--- config.mk ---
export PLATFORM = sky130hd
export DESIGN_NAME = rbt_ram
export DESIGN_NICKNAME = d
export VERILOG_FILES = /design/src/sv/rbt_ram.sv
export SDC_FILE = /design/constraint.sdc
export NUM_CORES = 2
export LEC_CHECK = 0
export ABC_AREA = 1
export BUFFER_PORTS_ARGS = -buffer_cell sky130_fd_sc_hd__clkbuf_2
export CORE_MARGIN = 1.5
export CORE_UTILIZATION = 55
export DETAILED_ROUTE_END_ITERATION = 10
export PLACE_DENSITY_LB_ADDON = 0.3
export SETUP_SLACK_MARGIN = 0.05
export SYNTH_ARGS = -nofsm -noshare
export SYNTH_HDL_FRONTEND = slang
export SYNTH_SLANG_ARGS = --single-unit
export TNS_END_PERCENT = 5
--- constraint.sdc ---
create_clock -name clk -period 2.4 [get_ports clk]
set_input_delay 0.24 -clock clk [delete_from_list [all_inputs] [get_ports clk]]
set_output_delay 0.24 -clock clk [all_outputs]
set_load 0.02 [all_outputs]
--- src/sv/rbt_ram.sv ---
// ----------------------------------------------------------------------------
// rbt_ram: generic synchronous RAM
// One write port, one read port, read data registered.
// ----------------------------------------------------------------------------
module rbt_ram #(
  parameter int WIDTH = 8,
  parameter int DEPTH = 256
) (
  input  logic                     clk,
  input  logic                     we,
  input  logic [$clog2(DEPTH)-1:0] waddr,
  input  logic [WIDTH-1:0]         wdata,
  input  logic [$clog2(DEPTH)-1:0] raddr,
  output logic [WIDTH-1:0]         rdata
);

  logic [WIDTH-1:0] mem [DEPTH];
  logic [WIDTH-1:0] rdata_r;

  always_ff @(posedge clk) begin
    if (we) begin
      mem[waddr] <= wdata;
    end
    rdata_r <= mem[raddr];
  end

  assign rdata = rdata_r;

endmodule

---- Word-level counts from Yosys, hierarchy flattened ----
Memories as Yosys holds them, arrays and structs flattened. A register that Yosys moved wholly into a read port is not among the register bits.
Cells that the tools add are included.
operators by class
  multiplexer cells ....................... 2
operators with widths
  kind               number
  1-bit two-way mux  2
word-level totals
  register bits ........................... 0
  memory bits (writable) .................. 2048
  bits of input ports ..................... 26
  output and inout port bits .............. 8
  word-level logic and storage cells ...... 3
  memories kept ........................... 1
memories
  memory  words  width  read ports  clocked after Yosys merged registers in  write ports  line  source
  mem     256    8      1           1                                        1            17    logic [WIDTH-1:0] mem [DEPTH];

---- Logic depth before layout (Yosys ltp) ----
  depth in word-level cells ............... 2
  gate-level depth with buffers ........... 15
  mapped depth without buffers ............ 11

---- Least setup slack after synthesis ----
OpenSTA, ideal clock, no wires.
  path kind ............................... input -> register
  from .................................... input we
  to ...................................... memory mem[162][0] (enable)
  setup time .............................. 0.370 ns
  arrival time ............................ 1.361 ns
  data required time ...................... 2.030 ns
  setup slack ............................. 0.669 ns
  stages on the path ...................... 4
  buffers on the path ..................... 2
  path through ............................ clkbuf_1 -> nand3_1 -> clkbuf_1 -> nor2_1
on the way
  word-level cells in the longest chain between the ends .. 2
ends and longest elaborated chain
  element                                  line  source
  start, declared                          10    input logic we,
  1-bit two-way mux                        21    if (we) begin
  1-bit two-way mux (implied by the code)  22    mem[waddr] <= wdata;
  end, declared                            17
Every way passes these cells.

---- Worst setup path after layout ----
  from .................................... register rdata_r[5] (netlist: rdata[5]), read port of mem
  to ...................................... output rdata[5]
RTL lines
  element          line  source
  start, declared  18    logic [WIDTH-1:0] rdata_r;
  end, declared    14    output logic [WIDTH-1:0] rdata
No word-level cell between the ends.

==> impl_metrics.prom <==
# TYPE chip_impl_metric gauge
chip_impl_metric{name="seqPwrFrac",unit="%"} 52.2
chip_impl_metric{name="wl_per_cell",unit="um"} 24.18
chip_impl_metric{name="final-max-slew-violation-count",unit=""} 0
chip_impl_metric{name="globalRoute.totalOverflow",unit=""} 0
chip_impl_metric{name="synthSimpleGateAreaFrac",unit="%"} 22.95
chip_impl_metric{name="finalSetupViolations",unit=""} 0
chip_impl_metric{name="later_pin_clock_latency_in_the_skew_report",unit="ns"} 0.83
chip_impl_metric{name="netSwitchingPower",unit="mW"} 16.85
chip_impl_metric{name="core_region_area",unit="um^2"} 150100
chip_impl_metric{name="cellPowerDensity",unit="nW/um^2"} 790.1
chip_impl_metric{name="total_power_after_layout",unit="mW"} 75.87
chip_impl_info{name="critical_path.endpoint_type",value="primary output"} 1
chip_impl_metric{name="clockPowerShare",unit="%"} 41.2
chip_impl_info{name="synth_top_family_by_area",value="simple AND/OR/NAND/NOR gates"} 1
chip_impl_metric{name="syn-mean-instance-area",unit="um^2"} 11.91
chip_impl_metric{name="num_rows",unit=""} 142
chip_impl_metric{name="syn2layout_area_growth",unit="%"} 15.15
chip_impl_metric{name="finalSetupTns",unit="ns"} 0
chip_impl_metric{name="post_layout_net_count",unit=""} 7337
chip_impl_metric{name="synth_fa_ha_area_share",unit="%"} 0
chip_impl_metric{name="synthesis.nets",unit=""} 7029
chip_impl_metric{name="power.combinational.fraction",unit="%"} 6.5
chip_impl_metric{name="timing_worst_slew_pin_value",unit="ns"} 1.013
chip_impl_metric{name="clock.fmax",unit="MHz"} 521.6
chip_impl_metric{name="grt_pass1_vias",unit=""} 54130
chip_impl_metric{name="cts_num_sinks",unit=""} 2056
chip_impl_metric{name="post_synth_instance_area",unit="um^2"} 83400
chip_impl_metric{name="number_of_buffers_added_by_the_clock_tree_synthesis_step",unit=""} 199
chip_impl_metric{name="global_route_total_usage_across_every_layer",unit="%"} 29.91
chip_impl_metric{name="utilization",unit="%"} 63.96
chip_impl_metric{name="yosys-mux-area-fraction",unit="%"} 0
chip_impl_metric{name="drtIter0Drc",unit=""} 8579
chip_impl_metric{name="worstPathArrival",unit="ns"} 1.68
chip_impl_metric{name="worst-endpoint-required",unit="ns"} 2.16
chip_impl_metric{name="post_synthesis_share_of_cell_area_spent_on_xor_and_xnor_gates",unit="%"} 0
chip_impl_metric{name="wl",unit="um"} 229600
chip_impl_metric{name="grt_antenna_before_repair",unit=""} 6
chip_impl_metric{name="syn_inst",unit=""} 7003
chip_impl_metric{name="fin_worst_skew",unit="ns"} 0.02393
chip_impl_metric{name="clkSlewWorstSetupHoldPaths",unit="ns"} 0.06
chip_impl_metric{name="drt-pass1-iter-count",unit=""} 7
chip_impl_info{name="cts_root_buf",value="sky130_fd_sc_hd__clkbuf_16"} 1
chip_impl_info{name="crit_path_top_delay_cell",value="sky130_fd_sc_hd__dfxtp_1"} 1
chip_impl_metric{name="clockBufferDepth",unit=""} 3
chip_impl_info{name="timing.critical_path.from_type",value="register"} 1
chip_impl_metric{name="dp.cells",unit=""} 9116
chip_impl_metric{name="synthesis.yosys.warnings",unit=""} 0
chip_impl_metric{name="grt_start_max_net_pins",unit=""} 129
chip_impl_metric{name="ctsHtreeMaxLevel",unit=""} 4
chip_impl_metric{name="io_buffer_count",unit=""} 33
chip_impl_metric{name="max_slew_margin",unit="%"} 32.37
chip_impl_metric{name="post_synth_num_cell_types",unit=""} 14
chip_impl_info{name="outcome",value="complete, no violations"} 1
chip_impl_metric{name="design.die.area",unit="um^2"} 154000
chip_impl_metric{name="internal_power",unit="mW"} 59.03
chip_impl_metric{name="die_w",unit="um"} 392.4
chip_impl_metric{name="drc_errors",unit=""} 0
chip_impl_metric{name="route.vias.total",unit=""} 57390
chip_impl_metric{name="path_buf_inv",unit=""} 1
chip_impl_metric{name="viasPerCell",unit=""} 6.044
chip_impl_info{name="synth.top_cells.by_area",value="sky130_fd_sc_hd__edfxtp_1 74%, sky130_fd_sc_hd__nand3_1 12%, sky130_fd_sc_hd__nand2_1 9.6%"} 1
chip_impl_info{name="crit_path_cell_trace",value="clkbuf_2"} 1
chip_impl_metric{name="max_cap_violations",unit=""} 0
chip_impl_metric{name="irDropWorstVdd",unit="uV"} 828.7
chip_impl_metric{name="seq_area_frac_synth",unit="%"} 73.94
chip_impl_metric{name="post-dp-hpwl",unit="um"} 140100
chip_impl_info{name="post-synth-top-area-cell",value="sky130_fd_sc_hd__edfxtp_1"} 1
chip_impl_metric{name="power.leakage",unit="nW"} 34.31
chip_impl_info{name="criticalPathCategory",value="reg -> out"} 1
chip_impl_metric{name="finalHoldViolations",unit=""} 0
chip_impl_metric{name="detail-route-antenna-nets",unit=""} 0
chip_impl_metric{name="floorplan.initialDensity",unit="%"} 55.55
chip_impl_metric{name="ys_seq_elements",unit=""} 2056
chip_impl_metric{name="post-synth-top-area-fraction",unit="%"} 73.74
chip_impl_info{name="min-delay-path-class",value="in -> reg"} 1
chip_impl_info{name="rsz0062_at_grt",value="no"} 1
chip_impl_metric{name="final.period_utilization",unit="%"} 79.88
chip_impl_info{name="tritoncts",value="built"} 1
chip_impl_metric{name="timing.critical_path.fanout_max",unit=""} 1
chip_impl_metric{name="gp_routability_congestion",unit=""} 0.9224
chip_impl_metric{name="finish.cell_count_without_fillers",unit=""} 9495
chip_impl_metric{name="share_of_post_route_cells_with_drive_strength_above_1",unit="%"} 11.53
chip_impl_info{name="cell_family_with_most_cp_delay",value="flip-flops"} 1
chip_impl_metric{name="ioPinCount",unit=""} 34
chip_impl_metric{name="fp.dieH",unit="um"} 392.4
chip_impl_metric{name="synth_compound_area_share",unit="%"} 0
chip_impl_metric{name="cpPeakStageDelay",unit="ns"} 0.60
chip_impl_metric{name="wire_length_of_the_first_global_routing_pass",unit="um"} 341900
chip_impl_metric{name="sw_frac_of_total",unit="%"} 22.20
chip_impl_metric{name="period_needed",unit="ns"} 1.917
## worst reg2reg max path, delay by kind of cell, from the launching register on
family,cells,cell delay [ns]
flops,1,0.37
simple gates,10,1.37
## layer usage
metal / track usage [%] / part of all wire, % / up-vias
met3: 6.848 / 12 / 561
met2: 45.08 / 45 / 3663
li1: - / - / 25480
met1: 42.52 / 39 / 27670
met4: 11.63 / 3.9 / 12
met5: 0 / 0.034 / -
## registers in the layout, summed over array words and instances (netlist names)
register,flops
rdata,8
mem,2048
## power by group through the flow
stage / registers [mW] / logic, mW / clock network (mW)
after floorplan: 40.4 / 2.44 / 0
after global placement: 40.4 / 4.77 / 0
after detailed placement: 40.4 / 4.83 / 0
after CTS: 39.6 / 4.88 / 31.4
after global routing: 39.6 / 5.29 / 32.8
final: 39.6 / 4.97 / 31.3
## kinds of logic (layout without fill, tap and decap cells)
| group | after synthesis | count (layout) |
|---|---|---|
| buffers and inverters | 522 | 995 |
| other | 0 | 3 |
| AND/OR/NAND/NOR | 4425 | 4425 |
| flip-flops | 2056 | 2056 |
## what timing repair did
action	in CTS	in global routing
hold endpoints to repair	425	0
gates resized for setup	0	0
endpoints found under the setup margin	0	0
setup buffers	0	0
hold buffers	10	0
## worst paths after layout
check	cells after the start	slack [ns]	startpoint	endpoint
min reg2reg	10	1.00	mem[36][7]$_DFFE_PP_	rdata[7]$_DFF_P_
max reg2reg	10	0.55	mem[149][7]$_DFFE_PP_	rdata[7]$_DFF_P_
max	1	0.48	rdata[5]$_DFF_P_	rdata[5]
min	7	0.23	raddr[5]	rdata[7]$_DFF_P_
## synthesized netlist by cell type (all sizes together)
library cell / instances
nand3: 2019
buf: 371
clkbuf: 112
nand2: 2123
dfxtp: 8
edfxtp: 2048
inv: 39
nor2: 283
## metrics by stage
step	hold WS [ns]	worst slack (ns)	cell area (um^2)
2_1_floorplan	0.3389	0.6685	83400
3_3_place_gp	0.6088	-0.09261	89410
3_5_place_dp	0.6160	-0.1392	89410
4_1_cts	0.1511	0.4426	96020
5_1_grt	0.2558	0.4360	96020
6_report	0.2286	0.4828	96030
## cell type report
class / count / area [um^2]
sequential: 2056 / 61660
clock buffer: 259 / 5424
fill: 10800 / 54100
antenna: 3 / 7.507
timing repair buffer: 590 / 6011
clock inverter: 107 / 1087
tap: 2016 / 2522
multi-input combinational: 4425 / 19140
inverter: 39 / 180.2
## cell usage in the layout, fill, tap and decap left out, drive strengths merged, types with 6 or more instances in the layout
cell         count
nand2         2123
dfxtp            8
nor2           283
clkinvlp         6
clkinv          74
edfxtp        2048
bufinv          20
inv             46
buf            560
clkbuf         279
nand3         2019
dlygate4sd3     10
(Power assumes the default switching activity.)
