==> config.mk <==
export PLATFORM = sky130hd
export DESIGN_NAME = rbt_scale
export DESIGN_NICKNAME = d
export VERILOG_FILES = /design/src/sv/rbt_pkg.sv /design/src/sv/rbt_scale.sv
export SDC_FILE = /design/constraint.sdc
export NUM_CORES = 1
export LEC_CHECK = 0
export BUFFER_PORTS_ARGS = -buffer_cell sky130_fd_sc_hd__buf_2
export CORE_MARGIN = 10
export CORE_UTILIZATION = 35
export DETAILED_ROUTE_END_ITERATION = 8
export PLACE_DENSITY_LB_ADDON = 0.05
export SYNTH_ARGS = -nofsm -noshare
export SYNTH_HDL_FRONTEND = slang
export SYNTH_SLANG_ARGS = --single-unit
==> constraint.sdc <==
create_clock -name clk -period 7.7 [get_ports clk]
set_clock_uncertainty 0.2 [all_clocks]
set_input_delay 1.54 -clock clk [delete_from_list [all_inputs] [get_ports clk]]
set_output_delay 1.54 -clock clk [all_outputs]
set_load 0.05 [all_outputs]
==> src/sv/rbt_pkg.sv <==
// ----------------------------------------------------------------------------
// rbt_pkg: shared types and constants of the raster boundary tracer
// Raster size, field widths, request and status codes, heading codes.
// ----------------------------------------------------------------------------
package rbt_pkg;

  // Largest raster side that the cell store holds.
  localparam int MAX_SIDE   = 256;
  localparam int ROW_AW     = $clog2(MAX_SIDE);
  localparam int SIDE_W     = $clog2(MAX_SIDE + 1);

  // Field widths fixed by the interface.
  localparam int CELL_W     = 8;
  localparam int CFG_SIDE_W = 9;
  localparam int COORD_W    = 20;
  localparam int STATUS_W   = 3;
  localparam int OPCODE_W   = 2;
  localparam int IN_W       = 24;
  localparam int OUT_W      = 2 * COORD_W;

  localparam int PROD_W     = COORD_W + SIDE_W;
  localparam int LIMIT_W    = $clog2(4 * (MAX_SIDE + 1) * (MAX_SIDE + 1) + 1);

  localparam logic [COORD_W-1:0]    COORD_LIMIT = COORD_W'(1000000);
  localparam logic [COORD_W-1:0]    COORD_RESET = COORD_W'(100000);
  localparam logic [CFG_SIDE_W-1:0] SIDE_RESET  = CFG_SIDE_W'(192);

  // Configuration register indexes.
  localparam int CFG_AW = 1;
  localparam logic [CFG_AW-1:0] CFG_GRID_SIDE = 1'b0;
  localparam logic [CFG_AW-1:0] CFG_COORD_MAX = 1'b1;

  typedef enum logic [OPCODE_W-1:0] {
    OP_WRITE   = 2'd0,
    OP_START   = 2'd1,
    OP_ADVANCE = 2'd2
  } op_t;

  typedef enum logic [STATUS_W-1:0] {
    ST_OK          = 3'd0,
    ST_EMPTY       = 3'd1,
    ST_DEAD_END    = 3'd2,
    ST_NOT_TRACING = 3'd3,
    ST_STEP_LIMIT  = 3'd4
  } status_t;

  // Heading codes.
  localparam logic [1:0] DIR_PX = 2'd0;
  localparam logic [1:0] DIR_NY = 2'd1;
  localparam logic [1:0] DIR_NX = 2'd2;
  localparam logic [1:0] DIR_PY = 2'd3;

endpackage

==> src/sv/rbt_scale.sv <==
// ----------------------------------------------------------------------------
// rbt_scale: coordinate scaler
// Computes floor(coord * idx / side), saturated at coord, by one multiply
// and a restoring division that yields one quotient bit per cycle.
// ----------------------------------------------------------------------------
module rbt_scale (
  input  logic                         clk,
  input  logic                         rst_n,
  input  logic                         start,
  input  logic [rbt_pkg::COORD_W-1:0]  coord,
  input  logic [rbt_pkg::SIDE_W-1:0]   idx,
  input  logic [rbt_pkg::SIDE_W-1:0]   side,
  output logic                         busy,
  output logic [rbt_pkg::COORD_W-1:0]  quot
);
  import rbt_pkg::*;

  localparam int CNT_W = $clog2(COORD_W);

  logic               busy_r;
  logic               load_r;
  logic [CNT_W-1:0]   cnt_r;
  logic [PROD_W-1:0]  prod_r;
  logic [SIDE_W-1:0]  rem_r;
  logic [COORD_W-1:0] quot_r;
  logic [COORD_W-1:0] coord_r;
  logic [SIDE_W-1:0]  side_r;
  logic               sat_r;

  logic [SIDE_W:0]    trial;
  logic               fits;

  always_comb begin
    trial = {rem_r, quot_r[COORD_W-1]};
    fits  = trial >= {1'b0, side_r};
  end

  always_ff @(posedge clk) begin
    if (!rst_n) begin
      busy_r <= 1'b0;
      load_r <= 1'b0;
      cnt_r  <= '0;
    end else if (start) begin
      busy_r <= 1'b1;
      load_r <= 1'b1;
      cnt_r  <= '0;
    end else if (load_r) begin
      load_r <= 1'b0;
    end else if (busy_r) begin
      cnt_r <= cnt_r + CNT_W'(1);
      if (cnt_r == CNT_W'(COORD_W - 1)) begin
        busy_r <= 1'b0;
      end
    end
  end

  // When idx is below side the quotient stays below coord, so the top bits
  // of the product are already smaller than the divisor.
  always_ff @(posedge clk) begin
    if (start) begin
      prod_r  <= PROD_W'(coord) * PROD_W'(idx);
      sat_r   <= idx >= side;
      coord_r <= coord;
      side_r  <= side;
    end else if (load_r) begin
      rem_r  <= prod_r[PROD_W-1:COORD_W];
      quot_r <= prod_r[COORD_W-1:0];
    end else if (busy_r) begin
      rem_r  <= fits ? SIDE_W'(trial - {1'b0, side_r}) : trial[SIDE_W-1:0];
      quot_r <= {quot_r[COORD_W-2:0], fits};
    end
  end

  assign busy = busy_r;
  assign quot = sat_r ? coord_r : quot_r;

endmodule
### Word level (Yosys, flattened, before mapping)

Index checks and enable logic that the tools add are counted.
W data, S select, Z words.

| storage, ports and cells | value |
|---|---|
| register bits after elaboration | 95 |
| input port bits | 41 |
| output and inout bits | 21 |
| word-level logic and storage cells | 34 |

| operators by class | value |
|---|---|
| $add $sub $neg | 2 |
| multipliers | 1 |
| order comparisons | 2 |
| equal/unequal tests | 2 |
| muxes and demuxes | 11 |
| bitwise operators | 3 |
| reduce and logical (&&, ||, !) cells | 4 |

Operators by type and width:

| operator | number |
|---|---|
| $mux W20 | 3 |
| $mul A20 B9 Y29 | 1 |
| $mux W9 | 3 |
| $ge A10 B9 Y1 | 1 |
| $ge A9 B9 Y1 | 1 |
| $sub A9 B9 Y9 | 1 |
| $add A5 B1 Y5 const B | 1 |
| $eq A5 B5 Y1 const B | 1 |
| $mux W1 | 5 |
| $reduce_and A2 Y1 | 2 |
| $not A1 Y1 | 3 |
| $ne A2 B2 Y1 const B | 1 |
| $reduce_bool A2 Y1 | 1 |
| $reduce_or A2 Y1 | 1 |

### Longest topological paths before layout

Gate-level depths: netlist of run 1.

| depth | value |
|---|---|
| depth after elaboration | 5 |
| depth in mapped cells | 19 |
| mapped depth without buffers | 18 |

### Least setup slack after synthesis of run 1

Ideal clock, no wire load.

| timing path | value |
|---|---|
| path kind | input -> register |
| start | input port idx[0] (netlist name) |
| end | register prod_r[25], data pin |
| library setup time | 0.259 ns |
| data arrival time | 5.652 ns |
| data required time | 7.241 ns |
| setup slack | 1.589 ns |
| stages | 18 |
| path through | clkbuf_1 > nand2_1 > fa_1 > inv_1 > fa_1 > fa_1 > inv_1 > fa_1 > inv_1 > ha_1 > clkbuf_1 > a21oi_1 > nand2_1 > a211oi_1 > o221ai_1 > a21o_1 > a31oi_1 > xnor2_1 |

| between the ends | value |
|---|---|
| word-level cells in the longest chain between the ends | 1 |

Ends and longest elaborated chain:

| what | RTL line | RTL |
|---|---|---|
| start, declared | rbt_scale.sv:11 | `input logic [rbt_pkg::SIDE_W-1:0] idx,` |
| $mul A20 B9 Y29 | rbt_scale.sv:61 | `prod_r <= PROD_W'(coord) * PROD_W'(idx);` |
| end signal, assigned | rbt_scale.sv:61 |  |
| end, declared | rbt_scale.sv:23 | `logic [PROD_W-1:0] prod_r;` |

Every way passes these cells.
A chain may end at the register's enable or synchronous reset.

### Worst setup path after layout of run 1

Same ends and word-level chain as after synthesis.

==> results of run 1 <==
## Yosys cell counts (3+ instances only)
cell      instances
o21a_1            7
xor2_1           13
mux2i_1           8
nand2_1         128
xnor2_1          16
dfxtp_1           7
ha_1             68
nand4_1           5
buf_1             3
a21oi_1          29
inv_1           187
nor2b_1           5
clkbuf_1         36
edfxtp_1         88
nand3_1           6
nor2_1           29
a211oi_1          5
a21o_1           11
fa_1            128
nor3_1            3
a31oi_1           4
o21ai_0          29
mux2_2           41
nand2b_1          4
and3_1            3
and2_1           83
## worst paths after layout
kind | to | slack, ps | depth (start not counted)
worst min register to register | cnt_r[1] | 330 | 2
worst max register to register | rem_r[5] | 4130 | 10
worst min-delay path | cnt_r[1] | 330 | 2
worst max-delay path | prod_r[25] | 1430 | 17
## critical path, stage by stage
cell and delay (ps):
buf_2 420, nand2_1 150, fa_1 570, inv_1 50
fa_1 480, fa_1 540, inv_1 50, fa_1 480
inv_1 40, ha_1 380, a21oi_1 200, nand2_1 90
a211oi_1 300, o221ai_1 300, a21o_1 280, a31oi_1 200
xnor2_1 80
## cell type report
cell class / count / area (um2) / area share
tap: 378 / 473.0 / 0.04383
sequential: 95 / 2783 / 0.2579
clock buffer: 9 / 225.2 / 0.02087
timing repair buffer: 65 / 335.3 / 0.03108
clock inverter: 7 / 73.82 / 0.006841
inverter: 187 / 701.9 / 0.06505
multi-input combinational: 650 / 6198 / 0.5744
## flip-flops by register name, summed over array words and instances (netlist names)
register / flops
load_r: 1
cnt_r: 5
quot_r: 20
sat_r: 1
coord_r: 20
rem_r: 9
busy: 1
prod_r: 29
side_r: 9
## metrics by stage
step	cell area [um2]	instances	hold WS, ps	utilization	worst slack [ps]
3_5_place_dp	10490	1375	313.8	0.3776	996.5
6_report	10790	1391	333.0	0.3884	1426
3_3_place_gp	10490	1375	308.6	0.3776	1035
2_1_floorplan	9834	972	278.9	-	1589
4_1_cts	10790	1391	339.1	0.3884	1367
5_1_grt	10790	1391	367.7	0.3884	1100
## power by group
| part | leakage [nW] | switching, mW | internal [mW] |
|---|---|---|---|
| clock | 0.147 | 0.201 | 0.252 |
| combinational | 3.97 | 1.23 | 0.819 |
| sequential | 0.906 | 0.0304 | 0.774 |
| total | 5.03 | 1.46 | 1.85 |
## cells by family after synthesis
group	share of synthesized area
simple gates	0.1359
buf+inv	0.08702
fa+ha+maj	0.3471
compound gates	0.06616
flops	0.2830
mux	0.05509
xor+xnor	0.02583
## layer usage
| layer | global-route usage | wire length (um) | part of all wire | vias to the layer above |
|---|---|---|---|---|
| met2 | 0.2274 | 11030 | 0.46 | 82 |
| met5 | 0 | 0 | 0 | - |
| met1 | 0.1968 | 11640 | 0.49 | 3273 |
| met3 | 0.01800 | 728 | 0.031 | 18 |
| met4 | 0.03538 | 373 | 0.016 | 0 |
| li1 | - | - | - | 3164 |
==> summary.md, run 1 <==
| Metric | Value |
|---|---|
| Residual DRC count | `0` |
| Die Ht | `187.6 um` |
| Synthesized flop and latch total | `95` |
| CP required | `7600 ps` |
| Wirelength per Cell | `17.09 um` |
| Relative slew slack | `0.2361` |
| Post-Route WL | `between 20000 and 25000 um` |
| Post-CTS sizing | `0` |
| Maximum Capacitance Violations | `0` |
| CP Capture Type | `register` |
| HP Class | `reg -> reg` |
| First DRT Iteration DRCs | `310` |
| Final slew viol count | `0` |
| Vias | `6537` |
| Overall power | `roughly 3.3 mW` |
| IO buf count | `61` |
| Startpoint types | `primary input` |
| Commonest register cell after synthesis | `edfxtp_1` |
| First-pass GRT wire length | `roughly 40000 um` |
| Clock sink count | `95` |
| Post-Syn Instances | `~970` |
| Register area share after synthesis | `0.2830` |
| Most common cell after layout, fill and taps aside | `inv_1` |
| Slew @ Worst Pin | `approximately 1100 ps` |
| CORE AREA | `~28000 um2` |
| Initial Util | `0.3540` |
| Hold_sp | `cnt_r[1]` |
| Outcome | `complete, no violations` |
| RSZ-0062 raised after global routing | `no` |
| Die Area | `35200 um2` |
| Yosys top cell by area | `edfxtp_1` |
| Worst skew pair latency | `between 300 and 400 ps` |
| # nets final | `around 1200` |
| Fraction of layout cells with a size suffix above 1 | `0.1293` |
| Dpl hpwl | `roughly 18000 um` |
| Pwr Density | `approximately 310 nW/um2` |
| Final Wtd Congestion | `a little over 0.8` |
| Part of the cycle the worst path needs | `0.8148` |
| Reg2Reg Launch Point | `quot_r[19]` |
| Initial antenna violation count | `1` |
| I/O pin total | `between 60 and 70` |
| CTS Hold Buffers Added | `0` |
| Setup violators final | `0` |
| Gr ovfl total | `0` |
| Final ANT Viol Nets | `0` |
| Clock-pin slew on the worst setup and hold paths | `~60 ps` |
| Final min period | `between 6000 and 7000 ps` |
| Yosys top cell area share | `0.2687` |
| Most frequent cells in the layout | `inv_1, nand2_1, fa_1, edfxtp_1, and2_1` |
| Number of enable flip-flop cells after synthesis | `88` |
| Number of global-route vias before repair | `roughly 7400` |
| H-tree level count | `3` |
| Max VDD drop | `0.0001278 V` |
| CTS tree | `built` |
| Synthesized cell area | `approximately 10000 um2` |
| YS warnings | `0` |
| Pin count of the biggest net entering global routing | `64` |
| Maximum clock rate | `approximately 160 MHz` |
| Post-CTS setup buffers | `0` |
| Synth cell types | `47` |
| Number of buffers created by CTS | `9` |
| Post-synth ARST share | `0` |
| Die X-Extent | `approximately 190 um` |
| Via density | `approximately 4.7` |
| Setup CP Type | `in -> reg` |
| Synthesized Nets | `around 1200` |
| Beginning of the critical path | `idx[0]` |
| Avg Inst Size Synth | `between 10 and 15 um2` |
| Final setup TNS | `0 ps` |
| Layout fillers | `approximately 3000` |
| LEAKAGE | `~5.0 nW` |
| FP Rows | `61` |
| CP max FO | `21` |
| Deepest clock path buffer count | `2` |
| Ant. Diodes | `0` |
| Final Hold Fails | `0` |
| Root Buffer | `clkbuf_16` |
| Synth top area cells | `edfxtp_1, fa_1, ha_1` |
| First-pass DRT Iterations | `5` |
| Synth-to-Final Area Change | `9.720%` |
| CP Data Arrival Time | `6170 ps` |
| All-layer global routing usage | `0.1413` |
Power figures use the tool's default switching activity.
==> inputs of run 2 (changes only) <==
==> constraint.sdc (replaced) <==
create_clock -name clk -period 6 [get_ports clk]
set_clock_uncertainty 0.2 [all_clocks]
set_input_delay 1.2 -clock clk [delete_from_list [all_inputs] [get_ports clk]]
set_output_delay 1.2 -clock clk [all_outputs]
set_load 0.05 [all_outputs]
==> run 2 against run 1 <==
Against the previous run: register-to-register slack got worse by 1000 ps; sequential power increased by 29%; final cell count rose by 3.3%; wire length grew 5.2%; count of clock-buffer cells in the layout grew 1; die area is the same; core utilization grew 1.5 points; sequential share of layout area decreased by 0.99 points; worst setup slack lost 1100 ps; non-clock buffer count increased by 46; critical endpoint unchanged; highest routed layer unchanged.
==> summary.md, run 2 (synthesis gave the netlist of run 1 again) <==
| Metric | Value |
|---|---|
| Multi-input logic area | `6198 um2 (unchanged)` |
| H-tree level count | `3 (unchanged)` |
| CP Data Arrival Time | `5550 ps (-620 ps)` |
| Relative slew slack | `0.2362 (about the same)` |
| Most common cell after layout, fill and taps aside | `inv_1` |
| Layout fillers | `2850 (-2.6%)` |
| Root Buffer | `clkbuf_16` |
| Crit-path slowest cell | `fa_1` |
| Number of buffers created by CTS | `9 (unchanged)` |
| Part of the cycle the worst path needs | `0.9419` |
| CTS tree | `built` |
| CP required | `5890 ps (-1710 ps)` |
| Largest regs | `prod_r x29, coord_r x20, quot_r x20` |
| Wirelength per Cell | `17.40 um (+1.8%)` |
| HP Class | `reg -> reg` |
| Most flops, register | `prod_r` |
| Setup violators final | `0 (unchanged)` |
| Most frequent cells in the layout | `inv_1, nand2_1, fa_1, edfxtp_1, and2_1` |
| Fin area | `11220 um2 (+4.0%)` |
| Max VDD drop | `0.0001655 V (+29%)` |
| Placed Instance Area | `10870 um2 (+3.6%)` |
| Pin count of the biggest net entering global routing | `42 (-34%)` |
| Final min period | `5652 ps` |
| CP most frequent cell | `fa_1` |
| First-pass GRT wire length | `41420 um (+3.3%)` |
| Overall power | `4.616 mW (+40%)` |
| Synth-to-Final Area Change | `14.08%` |
| Gr ovfl total | `0 (unchanged)` |
| Final Wtd Congestion | `0.8143 (+0.17%)` |
| CP Capture Type | `register` |
| Hold_ws | `313.7 ps (-19.26 ps)` |
| RSZ-0062 raised after global routing | `no` |
| Initial antenna violation count | `2 (+1)` |
| Maximum Capacitance Violations | `0 (unchanged)` |
| Setup CP Type | `in -> reg` |
| Residual DRC count | `0 (unchanged)` |
| Pwr Density | `411.5 nW/um2 (+34%)` |
| Deepest clock path buffer count | `2 (unchanged)` |
| LEAKAGE | `5.285 nW (+5.1%)` |
| Die Ht | `187.6 um (unchanged)` |
| Die Area | `35200 um2 (unchanged)` |
| Post-Route WL | `25000 um (+5.2%)` |
| First-pass DRT Iterations | `4 (-1)` |
| Worst slack, placed | `-46.28 ps (-1043 ps)` |
| Startpoint types | `primary input` |
| Outcome | `complete, no violations` |
| Number of global-route vias before repair | `7379 (+0.014%)` |
| Final Util | `0.4038 (+0.01545)` |
| # nets final | `1291 (+3.7%)` |
| Ant. Diodes | `0 (unchanged)` |
| Clock sink count | `95 (unchanged)` |
| FP Rows | `61 (unchanged)` |
| I/O pin total | `62 (unchanged)` |
| CTS Hold Buffers Added | `0 (unchanged)` |
| Final Hold Fails | `0 (unchanged)` |
| Worst skew pair latency | `350 ps (about the same)` |
| Final ANT Viol Nets | `0 (unchanged)` |
| CORE AREA | `27780 um2 (unchanged)` |
| Maximum clock rate | `around 180 MHz` |
| Vias | `6659 (+1.9%)` |
| Post-CTS setup buffers | `0 (unchanged)` |
| Max incr delay on CP | `580 ps (about the same)` |
| Storage element area | `2783 um2 (unchanged)` |
| Final slew viol count | `0 (unchanged)` |
| First DRT Iteration DRCs | `312 (+0.65%)` |
| Post-CTS sizing | `0 (unchanged)` |
| Via density | `4.634 (-1.4%)` |
| Die X-Extent | `187.6 um (unchanged)` |
| IO buf count | `61 (unchanged)` |
| Largest register FFs | `29 (unchanged)` |
| Dpl hpwl | `20020 um (+9.7%)` |
| Clock-pin slew on the worst setup and hold paths | `70 ps (about the same)` |
| All-layer global routing usage | `0.1484 (+0.007066)` |
| Fraction of layout cells with a size suffix above 1 | `0.1671 (+0.03782)` |
| Critical-path cell list | `buf_2 -> nand2_1 -> fa_1 -> inv_1 -> fa_1 -> fa_1 -> inv_1 -> fa_1 -> inv_1 -> ha_1 -> a21oi_1 -> nor2_1 -> a211oi_1 -> o221ai_1 -> a21o_1 -> a31oi_1 -> xnor2_1` |
| Final WS setup | `348.5 ps (-1077 ps)` |
| Initial Util | `0.3540 (unchanged)` |
| Slew @ Worst Pin | `1146 ps (-0.1600 ps)` |
| CP max FO | `14 (-33%)` |
run 2: cell types whose count changed in the layout (fill, tap and decap cells not counted), sizes merged:
cell / delta
buf: +46
bufinv: +2
clkbuf: +1
clkinv: -4
inv: +1
run 2: final timing paths:
| kind | start | slack (ps) | depth (start not counted) | endpoint |
|---|---|---|---|---|
| setup reg to reg | quot_r[19] | 3090 | 11 | rem_r[0] |
| hold / removal | prod_r[21] | 310 | 2 | rem_r[1] |
| setup / recovery | idx[0] | 350 | 17 | prod_r[25] |
| hold reg to reg | prod_r[21] | 310 | 2 | rem_r[1] |
run 2: report_power, final:
part	switching (mW)	leakage (nW)	total, mW	internal, mW
registers	0.0511	0.906	1.04	0.994
logic	1.61	4.21	2.90	1.28
clock network	0.262	0.167	0.673	0.411
total	1.93	5.28	4.62	2.69
run 2: final cells by class:
| cell class | count | share of cell area |
|---|---|---|
| inverter | 187 | 0.06256 |
| clock inverter | 6 | 0.01037 |
| multi-input combinational | 650 | 0.5525 |
| clock buffer | 10 | 0.02041 |
| timing repair buffer | 111 | 0.06401 |
| sequential | 95 | 0.2480 |
| tap | 378 | 0.04215 |
run 2: worst max-delay path, delay by kind of cell:
family	cells	cell delay (ps)
compound gates	5	1210
fa+ha+maj	5	2380
buf+inv	4	460
simple gates	2	200
xor+xnor	1	80
run 2: metal layers:
metal	up-vias	wire length, um	track usage
li1	3245	-	-
met1	3324	12350	0.2060
met2	74	11720	0.2419
met3	16	656	0.01558
met4	0	276	0.03785
met5	-	0	0
run 2: per-stage QoR:
step	TNS, ps	instances
floorplan	0	972
global placement	-23.90	1421
detailed placement	-191.5	1421
CTS	0	1437
global route	0	1437
finish	0	1437
==> inputs of run 3 (changes only) <==
--- a/config.mk
+++ b/config.mk
@@ -9,7 +9,7 @@
 export CORE_MARGIN = 10
 export CORE_UTILIZATION = 35
 export DETAILED_ROUTE_END_ITERATION = 8
-export PLACE_DENSITY_LB_ADDON = 0.05
+export PLACE_DENSITY = 0.51
 export SYNTH_ARGS = -nofsm -noshare
 export SYNTH_HDL_FRONTEND = slang
 export SYNTH_SLANG_ARGS = --single-unit
==> constraint.sdc (replaced) <==
create_clock -name clk -period 6 [get_ports clk]
set_clock_uncertainty 0.2 [all_clocks]
set_input_delay 1.2 -clock clk [delete_from_list [all_inputs] [get_ports clk]]
set_output_delay 1.2 -clock clk [all_outputs]
set_load 0.01 [all_outputs]
==> run 3 against run 2 <==
Against the previous run: maximum frequency about the same; flip-flop and latch count unchanged; critical endpoint is now prod_r[27]; worst hold slack improved by 2.9 ps.
==> summary.md, run 3 (synthesis gave the netlist of run 1 again) <==
| Metric | Value |
|---|---|
| Clock power share | `0.124 (-0.022)` |
| Crit-path slowest cell | `fa_1` |
| Worst skew pair latency | `350 ps (about the same)` |
| Number of global-route vias before repair | `7157 (-3.0%)` |
| HP Class | `reg -> reg` |
| Initial Util | `0.3540 (unchanged)` |
| WP buf/inv | `4 (unchanged)` |
| FF-to-FF End | `rem_r[1]` |
| Hold_sp | `cnt_r[4]` |
| CP Capture Type | `register` |
| Reg2reg path depth | `11 (unchanged)` |
| R2R Setup Slk | `2770 ps (-320 ps)` |
| Dpl hpwl | `18720 um (-6.5%)` |
| LEAKAGE | `5.136 nW (-2.8%)` |
| CP required | `5900 ps (about the same)` |
| Comb power frac | `0.628 (about the same)` |
| Max VDD drop | `0.0002218 V (+34%)` |
| Slew @ Worst Pin | `1205 ps (+59.42 ps)` |
| CORE AREA | `27780 um2 (unchanged)` |
| Initial antenna violation count | `1 (-1)` |
| # nets final | `1271 (-1.5%)` |
| CP max FO | `18 (+4)` |
| Setup violators final | `0 (unchanged)` |
| Reg2Reg Launch Point | `quot_r[19]` |
| Sequential power share | `0.247 (+0.021)` |
| CP most frequent cell | `fa_1` |
| Maximum clock rate | `176.9 MHz (about the same)` |
| Maximum Capacitance Violations | `0 (unchanged)` |
| Residual DRC count | `0 (unchanged)` |
| Net switching power | `1.797 mW (-6.8%)` |
| Final min period | `5653 ps (+1.535 ps)` |
| Via density | `4.704 (+1.5%)` |
| CP Data Arrival Time | `5550 ps (about the same)` |
| Outcome | `complete, no violations` |
| RSZ-0062 raised after global routing | `no` |
| FP Rows | `61 (unchanged)` |
| H-tree level count | `3 (unchanged)` |
| IO buf count | `61 (unchanged)` |
| Gr ovfl total | `0 (unchanged)` |
| Relative slew slack | `0.1966 (-0.03961)` |
| Critical-path cell list | `buf_2 -> nand2_1 -> fa_1 -> inv_1 -> fa_1 -> fa_1 -> inv_1 -> fa_1 -> inv_1 -> ha_1 -> a21oi_1 -> nand2_1 -> a211oi_1 -> o221ai_1 -> a21o_1 -> a31oi_1 -> xnor2_1` |
| Setup CP Type | `in -> reg` |
| Wirelength per Cell | `16.46 um (-5.4%)` |
| Most frequent cells in the layout | `inv_1, nand2_1, fa_1, edfxtp_1, and2_1` |
| Critical path's top delay family | `adder cells` |
| Pin count of the biggest net entering global routing | `36 (-14%)` |
| Final setup TNS | `0 ps (unchanged)` |
| Final Util | `0.3944 (-0.009458)` |
| Die Ht | `187.6 um (unchanged)` |
| Deepest clock path buffer count | `2 (unchanged)` |
| Ant. Diodes | `0 (unchanged)` |
| Final Hold Fails | `0 (unchanged)` |
| All-layer global routing usage | `0.1377 (-0.01069)` |
| CTS Hold Buffers Added | `0 (unchanged)` |
| Max incr delay on CP | `540 ps (-40 ps)` |
| First-pass GRT wire length | `39030 um (-5.8%)` |
| Startpoint types | `primary input` |
| Fraction of layout cells with a size suffix above 1 | `0.1473 (-0.01988)` |
| Final ANT Viol Nets | `0 (unchanged)` |
| Die Area | `35200 um2 (unchanged)` |
| Clock sink count | `95 (unchanged)` |
| Post-Route WL | `23320 um (-6.7%)` |
| Post-CTS setup buffers | `0 (unchanged)` |
| Pwr Density | `386.9 nW/um2 (-6.0%)` |
| I/O pin total | `62 (unchanged)` |
| Largest regs | `prod_r x29, coord_r x20, quot_r x20` |
| Hold Path End | `cnt_r[4]` |
| First DRT Iteration DRCs | `272 (-13%)` |
| Cell-internal power | `2.443 mW (-9.2%)` |
| Root Buffer | `clkbuf_16` |
| Hold Crit Depth | `2 (unchanged)` |
| Clock-pin slew on the worst setup and hold paths | `70 ps (about the same)` |
| Number of buffers created by CTS | `9 (unchanged)` |
| Part of the cycle the worst path needs | `0.9422 (about the same)` |
| Largest register FFs | `29 (unchanged)` |
| Most flops, register | `prod_r` |
| Vias | `6666 (+0.11%)` |
| CTS tree | `built` |
| Most common cell after layout, fill and taps aside | `inv_1` |
| Final slew viol count | `0 (unchanged)` |
| Switching Fraction | `0.4238 (+0.006347)` |
| Synth-to-Final Area Change | `11.41%` |
| Final Wtd Congestion | `0.8082 (-0.75%)` |
| Post-CTS sizing | `0 (unchanged)` |
| Die X-Extent | `187.6 um (unchanged)` |
| First-pass DRT Iterations | `4 (unchanged)` |
[run 3: cell count changes in the layout (fill, tap and decap cells not counted), moves of 2 or more]
cell and change:
buf_12 -2, bufinv_16 -3, buf_4 -18, clkinv_1 +3
[run 3: worst max path at each step]
| stage | startpoint | to | slack [ps] | cells past startpoint |
|---|---|---|---|---|
| after floorplan | idx[0] | prod_r[25] | 230 | 18 |
| after global placement | idx[0] | prod_r[14] | 1 | 16 |
| after detailed placement | idx[0] | prod_r[27] | -10 | 17 |
| after CTS | idx[0] | prod_r[27] | 370 | 17 |
| after global routing | idx[3] | prod_r[27] | 50 | 17 |
| final | idx[3] | prod_r[27] | 350 | 17 |
[run 3: area by class of cell]
cell class              instances  area (um2)
clock buffers                  11       232.7
clock inverters                 5       25.02
fillers                      2797       16820
inverters                     187       701.9
multi-input cells             650        6198
flip-flops and latches         95        2783
well taps                     378       473.0
repair buffers                 91       543.0
[run 3: worst register-to-register path, cell delays in order, from the launching register on]
cell	delay (ps)
edfxtp_1	320
inv_1	60
ha_1	230
fa_1	430
nor2b_1	160
o31a_1	160
o21ai_1	100
a31o_2	250
a21oi_1	400
buf_4	270
mux2_2	370
o21ai_0	140
[run 3: power groups by stage]
stage               Clock, mW  Sequential (mW)  Combinational, mW
global placement            0             1.06               2.68
finish                  0.526             1.05               2.66
detailed placement          0             1.06               2.69
floorplan                   0             1.03               1.96
global route            0.566             1.06               3.09
CTS                     0.542             1.05               2.70
[run 3: per-stage QoR]
step           worst slack [ps]  hold WS [ps]  cells  area, um2  power, mW
6_report                  346.9         316.6   1417      10960      4.240
3_5_place_dp             -14.95         311.7   1401      10700      3.751
2_1_floorplan             228.7         278.9    972       9834      2.995
5_1_grt                   54.88         339.1   1417      10960      4.720
3_3_place_gp              1.008         297.5   1401      10700      3.744
4_1_cts                   366.5         324.4   1417      10960      4.295
[run 3: metal layers]
layer | part of all wire | up-vias | track usage
met4 | 0.011 | 0 | 0.02862
met5 | 0 | - | 0
li1 | - | 3205 | -
met3 | 0.034 | 21 | 0.02078
met1 | 0.49 | 3341 | 0.1933
met2 | 0.46 | 99 | 0.2201
